==> config.mk <==
export PLATFORM = sky130hd
export DESIGN_NAME = serial_frame_receiver_xor
export DESIGN_NICKNAME = d
export VERILOG_FILES = /design/src/rtl/sfrx_pkg.sv /design/src/rtl/serial_frame_receiver_xor.sv /design/src/rtl/sfrx_check.sv
export VERILOG_INCLUDE_DIRS = /design/src /design/src/rtl
export SDC_FILE = /design/constraint.sdc
export NUM_CORES = 1
export LEC_CHECK = 0
export ABC_AREA = 0
export BUFFER_PORTS_ARGS = -buffer_cell sky130_fd_sc_hd__buf_2
export CORE_MARGIN = 2
export CORE_UTILIZATION = 50
export DETAILED_ROUTE_END_ITERATION = 7
export PLACE_DENSITY_LB_ADDON = 0.12
export SKIP_LAST_GASP = 1
export SYNTH_ARGS = -nofsm -noshare
export SYNTH_HDL_FRONTEND = slang
export SYNTH_SLANG_ARGS = --single-unit
==> constraint.sdc <==
create_clock -name clk_i -period 12.4 [get_ports clk_i]
set_input_delay 2.48 -clock clk_i [delete_from_list [all_inputs] [get_ports clk_i]]
set_output_delay 2.48 -clock clk_i [all_outputs]
set_load 0.005 [all_outputs]
==> src/rtl/serial_frame_receiver_xor_assert.svh <==
// ---------------------------------------------------------------------------
// Assertion macros for the serial frame receiver
// Implication checks on a clock with an active-low reset.
// ---------------------------------------------------------------------------
`ifndef SERIAL_FRAME_RECEIVER_XOR_ASSERT_SVH
`define SERIAL_FRAME_RECEIVER_XOR_ASSERT_SVH

// Consequent must hold in the same cycle as the antecedent
`define SFRX_ASSERT_SAME(label, clk, rst_n, ante, cons, msg) \
  label: assert property (@(posedge clk) disable iff (!(rst_n)) (ante) |-> (cons)) \
    else $error(msg);

// Consequent must hold in the cycle after the antecedent
`define SFRX_ASSERT_NEXT(label, clk, rst_n, ante, cons, msg) \
  label: assert property (@(posedge clk) disable iff (!(rst_n)) (ante) |=> (cons)) \
    else $error(msg);

`endif

==> src/rtl/sfrx_pkg.sv <==
// ---------------------------------------------------------------------------
// sfrx_pkg
// Constants and types shared by the serial frame receiver modules.
// ---------------------------------------------------------------------------
`timescale 1ns / 1ps

package sfrx_pkg;

  localparam int unsigned FrameBytes = 18;
  localparam int unsigned IdxW       = 5;
  localparam int unsigned WordW      = 16;

  // Byte positions: first byte after the marker, and the last byte of a frame
  localparam logic [IdxW-1:0] CaptureStart = 5'd2;
  localparam logic [IdxW-1:0] LastIdx      = 5'd17;
  localparam logic [IdxW-1:0] IdleIdx      = 5'd0;

  localparam logic [WordW-1:0] MarkerReset = 16'hABCD;

  // Whole frame, byte 0 first
  typedef logic [FrameBytes-1:0][7:0] frame_t;

  // Decoded result of one frame
  typedef struct packed {
    logic             frame_ok;
    logic [WordW-1:0] command_one;
    logic [WordW-1:0] command_two;
    logic [WordW-1:0] speed_right;
    logic [WordW-1:0] speed_left;
    logic [WordW-1:0] battery_voltage;
    logic [WordW-1:0] board_temperature;
    logic [WordW-1:0] led_command;
    logic [WordW-1:0] speed_average;
  } result_t;

endpackage

==> src/rtl/serial_frame_receiver_xor.sv <==
// ---------------------------------------------------------------------------
// serial_frame_receiver_xor
// Byte-serial receiver for 18-byte frames opened by a 16-bit start marker,
// checked by a 16-bit XOR over eight words.
// ---------------------------------------------------------------------------
// Channel   Direction  Handshake                 Payload
// in        in         in_valid_i / in_ready_o   rx_byte_i
// out       out        out_valid_o / out_ready_i frame_ok_o .. speed_average_o
// cfg       in         cfg_valid_i / cfg_ready_o cfg_start_marker_i
//
// One byte is taken per cycle; the frame decode sits between the byte
// store and the result register, so a result appears the cycle after its
// last byte. Only the last byte of a frame stalls, and only while the
// previous result has not been taken. Reset clears the marker match state
// and byte index; the frame store is written before it is read.
// ---------------------------------------------------------------------------
`timescale 1ns / 1ps

module serial_frame_receiver_xor (
  input  logic               clk_i,
  input  logic               rst_ni,
  // Byte input
  input  logic               in_valid_i,
  output logic               in_ready_o,
  input  logic [7:0]         rx_byte_i,
  // Result output
  output logic               out_valid_o,
  input  logic               out_ready_i,
  output logic               frame_ok_o,
  output logic signed [15:0] command_one_o,
  output logic signed [15:0] command_two_o,
  output logic signed [15:0] speed_right_o,
  output logic signed [15:0] speed_left_o,
  output logic signed [15:0] battery_voltage_o,
  output logic signed [15:0] board_temperature_o,
  output logic        [15:0] led_command_o,
  output logic signed [15:0] speed_average_o,
  // Configuration
  input  logic               cfg_valid_i,
  output logic               cfg_ready_o,
  input  logic [15:0]        cfg_start_marker_i
);

`include "serial_frame_receiver_xor_assert.svh"

  logic [15:0]                 marker_q;
  logic [7:0]                  prev_q;
  logic [sfrx_pkg::IdxW-1:0]   idx_q, idx_d;
  logic [7:0]                  store_q [sfrx_pkg::FrameBytes];
  logic                        out_valid_q;
  sfrx_pkg::result_t           result_q;
  sfrx_pkg::result_t           result_d;
  sfrx_pkg::frame_t            frame;

  logic accept, marker_hit, capturing, complete;

  // Configuration register, always writable
  assign cfg_ready_o = 1'b1;

  always_ff @(posedge clk_i or negedge rst_ni) begin
    if (!rst_ni) begin
      marker_q <= sfrx_pkg::MarkerReset;
    end else if (cfg_valid_i) begin
      marker_q <= cfg_start_marker_i;
    end
  end

  // Stall only the byte that would close a frame while the result slot is full
  assign in_ready_o = !out_valid_q || out_ready_i || (idx_q != sfrx_pkg::LastIdx);
  assign accept     = in_valid_i && in_ready_o;

  assign marker_hit = ({rx_byte_i, prev_q} == marker_q);
  assign capturing  = (idx_q >= sfrx_pkg::CaptureStart) && (idx_q <= sfrx_pkg::LastIdx);
  assign complete   = accept && !marker_hit && (idx_q == sfrx_pkg::LastIdx);

  // Byte index
  always_comb begin
    if (marker_hit) begin
      idx_d = sfrx_pkg::CaptureStart;
    end else if (capturing && (idx_q != sfrx_pkg::LastIdx)) begin
      idx_d = idx_q + 1'b1;
    end else begin
      idx_d = sfrx_pkg::IdleIdx;
    end
  end

  always_ff @(posedge clk_i or negedge rst_ni) begin
    if (!rst_ni) begin
      prev_q <= '0;
      idx_q  <= sfrx_pkg::IdleIdx;
    end else if (accept) begin
      prev_q <= rx_byte_i;
      idx_q  <= idx_d;
    end
  end

  // Frame store
  always_ff @(posedge clk_i) begin
    if (accept) begin
      if (marker_hit) begin
        store_q[0] <= prev_q;
        store_q[1] <= rx_byte_i;
      end else if (capturing) begin
        store_q[idx_q] <= rx_byte_i;
      end
    end
  end

  // Complete frame as seen with its last byte
  always_comb begin
    for (int i = 0; i < sfrx_pkg::FrameBytes - 1; i++) begin
      frame[i] = store_q[i];
    end
    frame[sfrx_pkg::FrameBytes-1] = rx_byte_i;
  end

  sfrx_check u_check (
    .frame_i  (frame),
    .result_o (result_d)
  );

  // Result register
  always_ff @(posedge clk_i or negedge rst_ni) begin
    if (!rst_ni) begin
      out_valid_q <= 1'b0;
    end else if (complete) begin
      out_valid_q <= 1'b1;
    end else if (out_ready_i) begin
      out_valid_q <= 1'b0;
    end
  end

  always_ff @(posedge clk_i) begin
    if (complete) begin
      result_q <= result_d;
    end
  end

  assign out_valid_o         = out_valid_q;
  assign frame_ok_o          = result_q.frame_ok;
  assign command_one_o       = result_q.command_one;
  assign command_two_o       = result_q.command_two;
  assign speed_right_o       = result_q.speed_right;
  assign speed_left_o        = result_q.speed_left;
  assign battery_voltage_o   = result_q.battery_voltage;
  assign board_temperature_o = result_q.board_temperature;
  assign led_command_o       = result_q.led_command;
  assign speed_average_o     = result_q.speed_average;

  // Checks
  `SFRX_ASSERT_NEXT(a_complete_gives_item, clk_i, rst_ni, complete, out_valid_q,
                    "completed frame did not produce an item")
  `SFRX_ASSERT_SAME(a_stall_only_at_last, clk_i, rst_ni, !in_ready_o,
                    (idx_q == sfrx_pkg::LastIdx) && out_valid_q,
                    "input stalled outside the frame end")
  `SFRX_ASSERT_SAME(a_index_legal, clk_i, rst_ni, 1'b1,
                    (idx_q == sfrx_pkg::IdleIdx) || capturing,
                    "byte index outside the capture range")
  `SFRX_ASSERT_SAME(a_reject_zero, clk_i, rst_ni, out_valid_q && !result_q.frame_ok,
                    (result_q.command_one == '0) && (result_q.speed_average == '0),
                    "rejected frame carries non-zero fields")

endmodule

==> src/rtl/sfrx_check.sv <==
// ---------------------------------------------------------------------------
// sfrx_check
// Checksum test and field decode of one complete frame (combinational).
// ---------------------------------------------------------------------------
`timescale 1ns / 1ps

module sfrx_check (
  input  sfrx_pkg::frame_t  frame_i,
  output sfrx_pkg::result_t result_o
);

  logic [8:0][sfrx_pkg::WordW-1:0] word;
  logic [sfrx_pkg::WordW-1:0]      sum_xor;
  logic signed [sfrx_pkg::WordW:0] speed_sum;
  logic [sfrx_pkg::WordW:0]        speed_adj;
  logic                            match;

  // Little-endian words
  always_comb begin
    for (int i = 0; i < 9; i++) begin
      word[i] = {frame_i[2*i+1], frame_i[2*i]};
    end
  end

  // XOR of words 0..7 against word 8
  assign sum_xor = word[0] ^ word[1] ^ word[2] ^ word[3]
                 ^ word[4] ^ word[5] ^ word[6] ^ word[7];
  assign match   = (sum_xor == word[8]);

  // Average of the wheel speeds, rounded toward zero
  assign speed_sum = $signed({word[4][sfrx_pkg::WordW-1], word[4]})
                   + $signed({word[3][sfrx_pkg::WordW-1], word[3]});
  assign speed_adj = speed_sum + {{sfrx_pkg::WordW{1'b0}}, speed_sum[sfrx_pkg::WordW]};

  // Rejected frame gives zeros throughout
  always_comb begin
    result_o = '0;
    if (match) begin
      result_o.frame_ok          = 1'b1;
      result_o.command_one       = word[1];
      result_o.command_two       = word[2];
      result_o.speed_right       = word[3];
      result_o.speed_left        = word[4];
      result_o.battery_voltage   = word[5];
      result_o.board_temperature = word[6];
      result_o.led_command       = word[7];
      result_o.speed_average     = speed_adj[sfrx_pkg::WordW:1];
    end
  end

endmodule
==> summary.md <==
| Metric | Value |
|---|---|
| Post-place setup slack | 6.66 ns |
| Max reg flops | 136 |
| Ranking of synthesized cells by area | edfxtp_1 62%, xnor2_1 9.8%, and2_1 5.7% |
| Clk root buf | clkbuf_16 |
| Final worst-path cycle share | 46.0% |
| Routed WL | 25.6 mm |
| Sw Share | 22.5% |
| First-pass GRT wire length | 38.7 mm |
| Cell taking the most area after synthesis | edfxtp_1 |
| Hold depth | 1 |
| Top cell type's share of synthesized area | 62.3% |
| Chip height | 164 um |
| Fmax | 175 MHz |
| CTS clk-pin slew, worst paths | 0.06 ns |
| Via count | 7,011 |
| Slowest-stage cell, CP | or3b_2 |
| Hold Slack | 0.529 ns |
| Drt drc | 0 |
| Mapped Area | 12,800 um2 |
| Pins Over Slew Limit | 0 |
| Vias in the first global route | 6,883 |
| Post-CTS sizing | 0 |
| Slew margin rel. | 20.5% |
| Detailed placement HPWL | 17.5 mm |
| Row cnt | 58 |
| All-Layer GR Usage | 19.1% |
| IO Pins | 161 |
| HP Class | flip-flop to flip-flop |
| Final hold vios | 0 |
| Grt ovf | 0 |
| Clock Tree Buf Depth | 3 |
| Post-CTS setup buffer count | 0 |
| IO buf count | 159 |
| P&R area growth vs syn | 17.3% |
| Critical path's top delay family | simple AND/OR/NAND/NOR gates |
| NumNets Final | 1,066 |
| Clock Power Share | 40.5% |
| Gate power share | 9.7% |
| Critical-path cell list | buf_2, or3b_2, buf_2 |
| Gpl congestion | 0.795 |
| Core Region | 25,100 um2 |
| # clock sinks | 295 |
| Layout cells sized above 1 | 26.4% |
| Pin count of the biggest net entering global routing | 81 |
| Crit path time final | 5.70 ns |
| Share of total power in sequential cells | 49.8% |
| Synth cell count leaders | 265 x edfxtp_1, 143 x xnor2_1, 117 x and2_1 |
| Worst path bufs/invs | 2 |
| Maximum vdd drop | 114 uV |
| Leakage | 5.37 nW |
| Status | finished, final reports clean |
| DR iter-0 viols | 538 |
| Worst Setup End Kind | primary output |
| Hold_sp | out_valid_o |
| Final setup fails | 0 |
| Dominant synthesized flop cell | edfxtp_1 |
| Final WS setup | 6.70 ns |
| Cts hold-fix bufs | 0 |
| Avg Vias per Cell | 5.13 |
| Synthesized Nets | 894 |
| Seq/Total Area, Yosys | 68.2% |
| FFs w/ async S/R, synth | 10.2% |
| Die Wd | 164 um |
| Layout Utilization | 59.7% |
| Reg2reg path depth | 14 |
| Top-count cell post-synth | edfxtp_1 |
| Setup CP Type | input pin to primary output |
| Ant. Diodes | 0 |
| #FFs+latches synth | 295 |
| # Max-Cap Violations | 0 |
| Power density over the cells | 156 nW/um2 |
| CP required | 9.92 ns |
| FF-to-FF setup slack | 7.63 ns |
| EDFF count, synth | 265 |
| Later-pin clock latency in the skew report | 0.55 ns |
| Final setup TNS | 0 ns |
| Worst hold endpoint | out_valid_o |
| Die area | 26,900 um2 |
| Post-Syn Instances | 843 |
| CP Launch Type | input pin |
| Netlist cell types | 64 |
| Initial core utilization | 50.9% |
| CP peak stage delay | 0.49 ns |
| R2R Path Start | store_q[6][0] |
| TritonCTS clock tree | yes |
| Worst reg2reg path endpoint | speed_average_o[15] |
| Synth warn | 0 |
| Worst Path Max Fanout | 3 |
| H-tree depth | 1 |
| Int Pwr | 0.00181 W |
| Least-Margin Pin Slew | 1.18 ns |
| Net Sw Power | 0.000524 W |
| DRT Pass-1 Iters | 5 |
| Most flop-heavy register | store_q |
| Antenna Violating Nets Remaining | 0 |
| Skew final | 0.0138 ns |
| Cts bufs inserted | 30 |
| CP arrival | 3.22 ns |
| Avg Cell Area, Syn | 15.2 um2 |
| RSZ-0062 raised after global routing | false |
| Most used cell, CP | buf_2 |
| Routed length per instance | 18.7 um |
| Initial antenna violation count | 0 |
==> per-layer routing <==
| layer | track usage [%] | wire [um] | vias up |
|---|---|---|---|
| met5 | 0 | 0 | - |
| met4 | 4.11 | 376 | 0 |
| met3 | 2.60 | 1180 | 33 |
| met2 | 30.9 | 12300 | 171 |
| met1 | 27.8 | 11700 | 3429 |
| li1 | - | - | 3378 |
==> worst max-delay path by stage <==
| stage | slack, ns | end | cells past startpoint | start |
|---|---|---|---|---|
| finish | 6.70 | in_ready_o | 3 | out_ready_i |
| global route | 6.67 | in_ready_o | 3 | out_ready_i |
| CTS | 6.70 | in_ready_o | 3 | out_ready_i |
| detailed placement | 6.66 | command_one_o[13] | 8 | rx_byte_i[4] |
| global placement | 6.70 | in_ready_o | 3 | out_ready_i |
| floorplan | 4.03 | battery_voltage_o[0] | 3 | out_ready_i |
==> worst register-to-register path, cell delays in order (launching register included) <==
cell	delay (ns)
edfxtp_1	0.48
ha_1	0.28
fa_1	0.42
a211o_1	0.39
a2111oi_4	0.39
o211ai_1	0.20
a31oi_2	0.37
and2_1	0.18
ha_1	0.15
and2_1	0.17
nand4_1	0.17
nor4b_2	0.53
nand4_1	0.26
or4_1	0.46
a21oi_1	0.16
==> power groups by stage <==
| stage | registers [W] | clock network (W) | logic (W) |
|---|---|---|---|
| after detailed placement | 0.00118 | 0 | 0.000226 |
| final | 0.00116 | 0.000943 | 0.000226 |
| after CTS | 0.00116 | 0.000959 | 0.000228 |
| after global routing | 0.00117 | 0.000997 | 0.000248 |
| after global placement | 0.00118 | 0 | 0.000224 |
| after floorplan | 0.00117 | 0 | 0.000175 |
==> area by class of cell <==
class,instances,area (um2)
Multi-Input combinational cell,516,3940
Timing Repair Buffer,164,833
Sequential cell,295,8720
Inverter,8,30.0
Fill cell,2013,10100
Clock buffer,37,798
Tap cell,330,413
Clock inverter,18,245
==> stage by stage <==
stage          instances  cell area (um2)  total power (W)
2_1_floorplan        843            12800          0.00134
3_3_place_gp        1313            13900          0.00141
3_5_place_dp        1313            13900          0.00141
4_1_cts             1368            15000          0.00235
5_1_grt             1368            15000          0.00241
6_report            1368            15000          0.00233
==> placed cells by master (no fill, tap or decap), types with 3 or more instances in the layout <==
master	instances
a21o_1	8
a21oi_1	15
a31oi_1	3
and2_1	117
and4_1	3
buf_2	159
buf_4	5
bufinv_16	6
clkbuf_1	6
clkbuf_16	31
clkinv_2	8
dfrtp_1	20
dfstp_2	10
edfxtp_1	265
ha_1	21
inv_1	7
mux2_2	32
nand2_1	17
nand2b_1	3
nand3_1	8
nand4_1	15
nor2_1	35
nor3_1	5
nor4_1	3
o21a_1	3
o21ai_0	12
or3_1	3
or3b_2	3
xnor2_1	143
xor2_1	24
==> cell families after synthesis <==
family / Yosys count / share of synthesized area, %
flops: 295 / 68.2
simple gates: 230 / 10.6
xor+xnor: 167 / 11.4
compound gates: 62 / 3.43
mux: 34 / 2.98
buf+inv: 32 / 1.06
fa+ha+maj: 22 / 2.21
other cells: 1 / 0.0293
No activity file was read; power rests on OpenSTA's default activity.
